File: config.mk
export PLATFORM = sky130hd
export DESIGN_NAME = multi_slot_timer_table
export DESIGN_NICKNAME = d
export VERILOG_FILES = /design/src/design/mstt_pkg.sv /design/src/design/mstt_slot_ram.sv /design/src/design/multi_slot_timer_table.sv
export SDC_FILE = /design/constraint.sdc
export NUM_CORES = 2
export LEC_CHECK = 0
export BUFFER_PORTS_ARGS = -buffer_cell sky130_fd_sc_hd__buf_2
export CAP_MARGIN = 30
export CORE_MARGIN = 4
export CORE_UTILIZATION = 35
export CTS_CLUSTER_DIAMETER = 60
export CTS_CLUSTER_SIZE = 8
export DETAILED_ROUTE_END_ITERATION = 10
export MAX_ROUTING_LAYER = met4
export SETUP_SLACK_MARGIN = 0.2
export SYNTH_ARGS = -nofsm -noshare
export SYNTH_HDL_FRONTEND = slang
export SYNTH_SLANG_ARGS = --single-unit
export TNS_END_PERCENT = 5
File: constraint.sdc
create_clock -name clk_i -period 10.06 [get_ports clk_i]
set_input_delay 0 -clock clk_i [delete_from_list [all_inputs] [get_ports clk_i]]
set_output_delay 0 -clock clk_i [all_outputs]
set_load 0.03 [all_outputs]
File: src/design/mstt_pkg.sv
// Shared constants, types and helpers for the multi-slot timer table.
package mstt_pkg;

  localparam int unsigned SLOTS = 16;
  localparam int unsigned IDX_W = (SLOTS > 1) ? $clog2(SLOTS) : 1;
  localparam int unsigned CNT_W = $clog2(SLOTS + 1);

  typedef enum logic [1:0] {
    MODE_SET  = 2'd0,
    MODE_KILL = 2'd1,
    MODE_PROC = 2'd2
  } mode_e;

  typedef enum logic [1:0] {
    KIND_SET  = 2'd0,
    KIND_KILL = 2'd1,
    KIND_FIRE = 2'd2
  } kind_e;

  typedef enum logic [1:0] {
    STATUS_OK      = 2'd0,
    STATUS_FULL    = 2'd1,
    STATUS_INVALID = 2'd2
  } status_e;

  typedef struct packed {
    logic [31:0] interval;
    logic        periodic;
    logic [31:0] start;
    logic [7:0]  owner;
    logic [31:0] tag;
  } slot_entry_t;

  function automatic logic [4:0] slot_id(logic [IDX_W-1:0] idx);
    return 5'(32'(idx) + 32'd1);
  endfunction

endpackage

File: src/design/mstt_slot_ram.sv
// Slot payload memory: one write port, one registered read port.
module mstt_slot_ram (
  input  logic                       clk_i,
  input  logic                       rd_en_i,
  input  logic [mstt_pkg::IDX_W-1:0] rd_addr_i,
  output mstt_pkg::slot_entry_t      rd_data_o,
  input  logic                       wr_en_i,
  input  logic [mstt_pkg::IDX_W-1:0] wr_addr_i,
  input  mstt_pkg::slot_entry_t      wr_data_i
);
  import mstt_pkg::*;

  slot_entry_t mem_q [SLOTS];
  slot_entry_t rd_data_q;

  always_ff @(posedge clk_i) begin
    if (wr_en_i) begin
      mem_q[wr_addr_i] <= wr_data_i;
    end
    if (rd_en_i) begin
      rd_data_q <= mem_q[rd_addr_i];
    end
  end

  assign rd_data_o = rd_data_q;

endmodule

File: src/design/multi_slot_timer_table.sv
// Top level of the multi-slot timer table: control, valid bits and output register.
//
//   channel | direction | handshake                | payload
//   --------+-----------+--------------------------+---------------------------------------
//   in      | input     | in_valid_i / in_stall_o  | mode, now_ms, interval_ms, periodic,
//           |           |                          | owner_id, user_tag, kill_id
//   out     | output    | out_valid_o / out_stall_i| kind, timer_id, fired_tag, status, last
//
// Kill acts on the named slot alone; set walks over the valid bits to the first free slot;
// process steps the slot memory read port one slot per cycle while no output stall holds the walk.
// Output stalls hold the walk whenever a result cannot move into the output register.
// Reset clears all valid bits at once; slot payload memory is not cleared.
// One item is in work at a time; in_stall_o is high while an item is in work.
module multi_slot_timer_table (
  input  logic        clk_i,
  input  logic        rst_ni,
  input  logic        in_valid_i,
  output logic        in_stall_o,
  input  logic [1:0]  mode_i,
  input  logic [31:0] now_ms_i,
  input  logic [31:0] interval_ms_i,
  input  logic        periodic_i,
  input  logic [7:0]  owner_id_i,
  input  logic [31:0] user_tag_i,
  input  logic [15:0] kill_id_i,
  output logic        out_valid_o,
  input  logic        out_stall_i,
  output logic [1:0]  kind_o,
  output logic [4:0]  timer_id_o,
  output logic [31:0] fired_tag_o,
  output logic [1:0]  status_o,
  output logic        last_o
);
  import mstt_pkg::*;

  typedef enum logic [1:0] {
    ST_IDLE,
    ST_SET,
    ST_KILL,
    ST_PROC
  } state_e;

  state_e             state_q;
  logic [SLOTS-1:0]   valid_q;
  logic [CNT_W-1:0]   scan_q;
  logic               ev_vld_q;
  logic [IDX_W-1:0]   ev_idx_q;
  logic               pend_vld_q;
  logic [4:0]         pend_id_q;
  logic [31:0]        pend_tag_q;

  logic [31:0]        item_now_q;
  logic [31:0]        item_interval_q;
  logic               item_periodic_q;
  logic [7:0]         item_owner_q;
  logic [31:0]        item_tag_q;
  logic [15:0]        item_kid_q;

  logic               out_vld_q;
  kind_e              out_kind_q;
  logic [4:0]         out_id_q;
  logic [31:0]        out_tag_q;
  status_e            out_status_q;
  logic               out_last_q;

  slot_entry_t        rd_data;
  slot_entry_t        wr_data;
  logic               rd_en;
  logic               wr_en;
  logic [IDX_W-1:0]   wr_addr;
  logic [IDX_W-1:0]   scan_idx;
  logic               scan_more;
  logic               out_free;
  logic               out_load;
  logic [31:0]        elapsed;
  logic               ev_due;
  logic               proc_adv;
  logic               set_write;
  logic               proc_write;
  logic [15:0]        kid_m1;
  logic [IDX_W-1:0]   kid_idx;
  logic               kid_ok;

  assign scan_idx  = scan_q[IDX_W-1:0];
  assign scan_more = (scan_q != CNT_W'(SLOTS));
  assign out_free  = !out_vld_q || !out_stall_i;
  assign elapsed   = item_now_q - rd_data.start;
  assign ev_due    = ev_vld_q && valid_q[ev_idx_q] && (rd_data.owner == item_owner_q) &&
                     (elapsed >= rd_data.interval);
  assign proc_adv  = (state_q == ST_PROC) && !(ev_due && pend_vld_q && !out_free);

  assign out_load = out_free &&
                    (((state_q == ST_SET) && (!scan_more || !valid_q[scan_idx])) ||
                     (state_q == ST_KILL) ||
                     (proc_adv && ev_due && pend_vld_q) ||
                     ((state_q == ST_PROC) && !scan_more && !ev_vld_q && pend_vld_q));

  assign kid_m1  = item_kid_q - 16'd1;
  assign kid_idx = kid_m1[IDX_W-1:0];
  assign kid_ok  = (item_kid_q != 16'd0) && (item_kid_q <= 16'(SLOTS)) && valid_q[kid_idx];

  assign rd_en      = proc_adv && scan_more;
  assign set_write  = (state_q == ST_SET) && scan_more && !valid_q[scan_idx] && out_free;
  assign proc_write = proc_adv && ev_due && rd_data.periodic;
  assign wr_en      = set_write || proc_write;

  always_comb begin
    if (set_write) begin
      wr_addr          = scan_idx;
      wr_data.interval = item_interval_q;
      wr_data.periodic = item_periodic_q;
      wr_data.start    = item_now_q;
      wr_data.owner    = item_owner_q;
      wr_data.tag      = item_tag_q;
    end else begin
      wr_addr          = ev_idx_q;
      wr_data          = rd_data;
      wr_data.start    = rd_data.start + rd_data.interval;
    end
  end

  mstt_slot_ram u_ram (
    .clk_i     (clk_i),
    .rd_en_i   (rd_en),
    .rd_addr_i (scan_idx),
    .rd_data_o (rd_data),
    .wr_en_i   (wr_en),
    .wr_addr_i (wr_addr),
    .wr_data_i (wr_data)
  );

  always_ff @(posedge clk_i or negedge rst_ni) begin
    if (!rst_ni) begin
      state_q         <= ST_IDLE;
      valid_q         <= '0;
      scan_q          <= '0;
      ev_vld_q        <= 1'b0;
      ev_idx_q        <= '0;
      pend_vld_q      <= 1'b0;
      pend_id_q       <= '0;
      pend_tag_q      <= '0;
      item_now_q      <= '0;
      item_interval_q <= '0;
      item_periodic_q <= 1'b0;
      item_owner_q    <= '0;
      item_tag_q      <= '0;
      item_kid_q      <= '0;
      out_vld_q       <= 1'b0;
      out_kind_q      <= KIND_SET;
      out_id_q        <= '0;
      out_tag_q       <= '0;
      out_status_q    <= STATUS_OK;
      out_last_q      <= 1'b0;
    end else begin
      out_vld_q <= out_load || (out_vld_q && out_stall_i);
      unique case (state_q)
        ST_IDLE: begin
          if (in_valid_i) begin
            item_now_q      <= now_ms_i;
            item_interval_q <= interval_ms_i;
            item_periodic_q <= periodic_i;
            item_owner_q    <= owner_id_i;
            item_tag_q      <= user_tag_i;
            item_kid_q      <= kill_id_i;
            scan_q          <= '0;
            ev_vld_q        <= 1'b0;
            pend_vld_q      <= 1'b0;
            unique case (mode_i)
              MODE_SET:  state_q <= ST_SET;
              MODE_KILL: state_q <= ST_KILL;
              MODE_PROC: state_q <= ST_PROC;
              default:   state_q <= ST_IDLE;
            endcase
          end
        end
        ST_SET: begin
          if (!scan_more) begin
            if (out_free) begin
              out_kind_q   <= KIND_SET;
              out_id_q     <= '0;
              out_tag_q    <= '0;
              out_status_q <= STATUS_FULL;
              out_last_q   <= 1'b0;
              state_q      <= ST_IDLE;
            end
          end else if (!valid_q[scan_idx]) begin
            if (out_free) begin
              valid_q[scan_idx] <= 1'b1;
              out_kind_q   <= KIND_SET;
              out_id_q     <= slot_id(scan_idx);
              out_tag_q    <= '0;
              out_status_q <= STATUS_OK;
              out_last_q   <= 1'b0;
              state_q      <= ST_IDLE;
            end
          end else begin
            scan_q <= scan_q + CNT_W'(1);
          end
        end
        ST_KILL: begin
          if (out_free) begin
            out_kind_q <= KIND_KILL;
            out_tag_q  <= '0;
            out_last_q <= 1'b0;
            if (kid_ok) begin
              valid_q[kid_idx] <= 1'b0;
              out_id_q     <= item_kid_q[4:0];
              out_status_q <= STATUS_OK;
            end else begin
              out_id_q     <= '0;
              out_status_q <= STATUS_INVALID;
            end
            state_q <= ST_IDLE;
          end
        end
        ST_PROC: begin
          if (proc_adv) begin
            if (ev_due) begin
              if (pend_vld_q) begin
                out_kind_q   <= KIND_FIRE;
                out_id_q     <= pend_id_q;
                out_tag_q    <= pend_tag_q;
                out_status_q <= STATUS_OK;
                out_last_q   <= 1'b0;
              end
              pend_vld_q <= 1'b1;
              pend_id_q  <= slot_id(ev_idx_q);
              pend_tag_q <= rd_data.tag;
              if (!rd_data.periodic) begin
                valid_q[ev_idx_q] <= 1'b0;
              end
            end
            if (scan_more) begin
              ev_vld_q <= 1'b1;
              ev_idx_q <= scan_idx;
              scan_q   <= scan_q + CNT_W'(1);
            end else begin
              ev_vld_q <= 1'b0;
            end
            if (!scan_more && !ev_vld_q) begin
              if (!pend_vld_q) begin
                state_q <= ST_IDLE;
              end else if (out_free) begin
                out_kind_q   <= KIND_FIRE;
                out_id_q     <= pend_id_q;
                out_tag_q    <= pend_tag_q;
                out_status_q <= STATUS_OK;
                out_last_q   <= 1'b1;
                pend_vld_q   <= 1'b0;
                state_q      <= ST_IDLE;
              end
            end
          end
        end
        default: state_q <= ST_IDLE;
      endcase
    end
  end

  assign in_stall_o  = (state_q != ST_IDLE);
  assign out_valid_o = out_vld_q;
  assign kind_o      = out_kind_q;
  assign timer_id_o  = out_id_q;
  assign fired_tag_o = out_tag_q;
  assign status_o    = out_status_q;
  assign last_o      = out_last_q;

  a_last_only_fire : assert property (@(posedge clk_i) disable iff (!rst_ni)
    out_valid_o && last_o |-> kind_o == KIND_FIRE)
    else $error("last flag on a non-fire result");

  a_fire_status_ok : assert property (@(posedge clk_i) disable iff (!rst_ni)
    out_valid_o && kind_o == KIND_FIRE |-> status_o == STATUS_OK)
    else $error("fire result with nonzero status");

  a_pend_in_proc : assert property (@(posedge clk_i) disable iff (!rst_ni)
    pend_vld_q || ev_vld_q |-> state_q == ST_PROC)
    else $error("process pipeline busy outside process walk");

  a_no_drop : assert property (@(posedge clk_i) disable iff (!rst_ni)
    out_vld_q && out_stall_i |=> out_vld_q && $stable(out_id_q) && $stable(out_tag_q))
    else $error("stalled result overwritten");

endmodule

==> results.md <==
- After synthesis the cells add up to 81,200 µm².
- The portion of the post-synthesis area used by sequential elements is 73.1%.
- At the end of the flow the core is filled with cells to 42.5%.
- The floorplan die area is 240,000 µm².
- STA classifies the critical path startpoint as a flop.
- The synthesized design contains 1,785 enable-type register cells.
- The synthesis-stage register bit count is 2,015.
- The cell count after synthesis came out at 4,104.
- The number of setup violations in the final report is 0.
- The yosys synthesis warning count is 0.
- The first-pass iteration count of the detailed router is 6.
- At the pin with the least slew margin, the transition time is 1.01 ns.
- Relative to the synthesized area, the layout overhead comes to 20.5%.
- CTS placed an instance of clkbuf_16 at the clock tree root.
- The maximum number of pins on one net before global-route repair is 132.
- The first-pass GRT wire length is 301 mm.
- The count of endpoints failing hold in the final timing report was 0.
- The maximum net fanout on the critical path is 49.
- The maximum buffer depth of the clock tree is 4.
- The I/O pin count is 171.
- The worst-case register-to-register setup slack is 2.23 ns.
- Setup total negative slack on the finished layout was measured at 0 ns.
- The detailed-route via count is 42,014.
- The height of the die is 490 µm.
- The completed layout was analyzed and its total power is 24.7 mW.
- The total placed cells including tap cells is 7,247.
- The minimum clock period after layout is 7.83 ns.
- The relative slew slack is 32.2%.
- The share of synthesized flip-flops with an asynchronous set or reset is 11.4%.
- The setup path with the least slack is of type reg -> reg.
- The iteration-0 DRC count of the detailed router is 3,601.
- The non-filler instance count after layout is 7,951.
- After detailed routing, the average wire length per cell comes to 25.4 µm.
- In this run, distinct cell masters in the synthesized netlist total 71.
- The via count of the first global-routing pass is 44,289.
- The analysis attributes to cell leakage a power of 32.6 nW.
- The tightest hold margin is 0.0728 ns.
- TritonCTS built the clock tree.
- The routed design has 202 mm of wire.
- The routability congestion estimate is 0.860.
- The detailed-placement wirelength estimate is 117 mm.
- The net count of the finished layout is 5,044.
- The area occupied by multi-input gates is 20,900 µm².
- In the final layout, the share of cells above drive strength 1 is 28.2%.
- The aggregate global routing overflow is 0.
- The critical path data arrival time is 8.34 ns.
- The width of the chip is 490 µm.
- The number of antenna violations at the first check in global routing is 7.
- The clock buffer count from CTS is 305.
- The top flip-flop cell by instance count after synthesis is edfxtp_1.
- Input and output buffers added on the ports amount to 170.
- The tool flagged a number of max-cap violations equal to 0.
- The worst-case IR drop observed on VDD is 0.182 mV.
- In the routed design, unresolved DRC markers number 0.
- Setup repair after global routing left no endpoint under its margin.
- The count of standard-cell rows is 176.
- The run finished with clean final reports.
- The per-instance average area after synthesis is 19.8 µm².
- The clock sink count is 2,015.
- In the layout the commonest cells are 1,785 x edfxtp_1, 539 x mux4_2, 310 x nand2_1, 310 x clkbuf_16, 263 x dlygate4sd3_1.
- Registers take 59,400 µm².
- The number of nets still failing antenna checks after routing is 0.
- The floorplan step defined a core boundary enclosing 230,000 µm².
- The H-tree was split into 5 levels.
- The post-synthesis net count is 4,348.
- In this run the worst hold path is classified as in -> reg.
- The clock latency at the later pin of the worst-skew pair is 0.90 ns.
- The mean number of vias per cell is 5.28.
- STA puts the critical path data required time at 10.57 ns.
- The global routing usage summed across all routing layers is 17.4%.
- After layout, the worst path uses 77.8% of the clock period.
- On the final layout, the worst clock skew is 0.0577 ns.
- The final-report max-slew violation count is 0.
- The effective utilization at floorplan is 35.3%.
- Dividing total power by cell area gives a power density of 252 nW/µm².
- The most common library cell in the layout ignoring fill and taps is edfxtp_1.
- The layout filler cell count is 20,026.
- The type of destination of the critical path is a flop.
- The number of buffers added for setup after CTS is 0.
- The peak clock frequency supported by timing is 128 MHz.
- The clock edge transition at the registers on the reported setup and hold paths is 0.05 ns.
[what timing repair did]
item | CTS | global route
hold endpoints to repair | 303 | 0
endpoints found under the setup margin | 0 | 0
gates resized for setup | 0 | 0
hold buffers | 264 | 0
[worst max-delay path, stage by stage (launching register included)]
cell	delay (ns)
dfrtp_1	0.39
inv_1	0.06
ha_1	0.17
inv_1	0.06
fa_1	0.41
a21oi_1	0.21
and4b_1	0.23
o31a_1	0.34
nor3_1	0.52
o31ai_1	0.15
buf_4	0.18
o41ai_1	0.72
o21ai_0	0.21
a21oi_1	0.21
xnor2_1	0.08
ha_1	0.29
nand4_1	0.12
or3_1	0.44
a311o_1	0.35
a21oi_2	0.23
buf_4	0.35
and3_2	0.25
a21oi_1	0.24
nor2_4	0.74
buf_12	0.43
[cell usage after synthesis, types with 4 or more instances]
cell	instances	area, µm²
ha_1	115	1440
nand3_1	33	165
o2111ai_1	5	43.8
nor2b_1	11	68.8
clkbuf_1	148	556
inv_1	98	368
a311o_1	4	40.0
o211ai_1	13	97.6
a211oi_1	6	45.0
mux4_2	539	12100
dfrtp_1	230	5760
xor2_1	27	236
nor2_1	65	244
o21bai_1	7	52.6
a21o_1	31	233
buf_2	24	120
o22ai_1	10	62.6
a21oi_1	124	621
o21ai_0	121	606
o221ai_1	7	61.3
and2_1	7	43.8
or4_1	4	30.0
o31a_1	5	43.8
nand4_1	15	93.8
nor3_1	15	75.1
nand2b_1	13	81.3
o31ai_1	9	67.6
or3_1	4	25.0
nand2_1	311	1170
nor4_1	5	31.3
o21a_1	10	75.1
and3_1	8	50.1
xnor2_1	41	359
mux2_2	168	1890
edfxtp_1	1785	53600
buf_1	20	75.1
a31oi_1	14	87.6
[per-stage QoR]
step / setup slack (ns) / cell area (µm²)
final: 2.23 / 97800
after global routing: 1.78 / 97800
after CTS: 2.18 / 97700
after detailed placement: 2.21 / 86700
after global placement: 2.24 / 86600
after floorplan: 0.305 / 81200
[cell type report]
class	count	share of cell area [%]
Antenna cell	5	0.0128
Clock buffer	415	8.37
Clock inverter	12	0.111
Inverter	98	0.384
Multi-Input combinational cell	1798	21.4
Sequential cell	2015	60.7
Tap cell	3026	3.87
Timing Repair Buffer	582	5.20
[metal layers]
metal	vias to the layer above	share of wire [%]	global-route usage, %
met3	337	5.1	2.66
li1	18029	-	-
met2	1320	48	27.4
met5	-	0	-
met4	0	2.4	4.75
met1	22328	44	23.7
[kinds of logic after synthesis]
family                   synth area share [%]
flip-flops                               73.1
multiplexers                             17.3
AND/OR/NAND/NOR                          2.71
AO/OA/AOI/OAI                            2.97
buffers and inverters                    1.39
adder cells (fa/ha/maj)                  1.82
XOR/XNOR                                0.733
[flip-flops by register name (all words and copies together) (netlist names)]
signal / flops
state_q: 2
out_valid_o: 1
ev_vld_q: 1
pend_vld_q: 1
fired_tag_o: 32
item_now_q: 32
u_ram.rd_data_o: 105
kind_o: 2
u_ram.mem_q: 1680
item_periodic_q: 1
pend_id_q: 5
item_owner_q: 8
item_interval_q: 32
ev_idx_q: 4
pend_tag_q: 32
status_o: 2
valid_q: 16
timer_id_o: 5
item_tag_q: 32
item_kid_q: 16
scan_q: 5
last_o: 1
[worst paths after layout]
path,end,start,cells past startpoint
worst max-delay path,u_ram.mem_q[8][77],item_now_q[0],24
worst min-delay path,item_now_q[18],now_ms_i[18],3
worst max register to register,u_ram.mem_q[8][77],item_now_q[0],24
worst min register to register,pend_tag_q[31],pend_tag_q[31],2
max in group asynchronous,item_tag_q[21],rst_ni,5
min in group asynchronous,valid_q[11],rst_ni,4
[power breakdown]
| group | leakage [nW] | switching [mW] | internal, mW |
|---|---|---|---|
| combinational | 9.61 | 2.94 | 2.28 |
| sequential | 18.9 | 0.399 | 10.1 |
| clock | 4.02 | 3.37 | 5.56 |
Note: power is estimated with default switching activity, not from simulation.
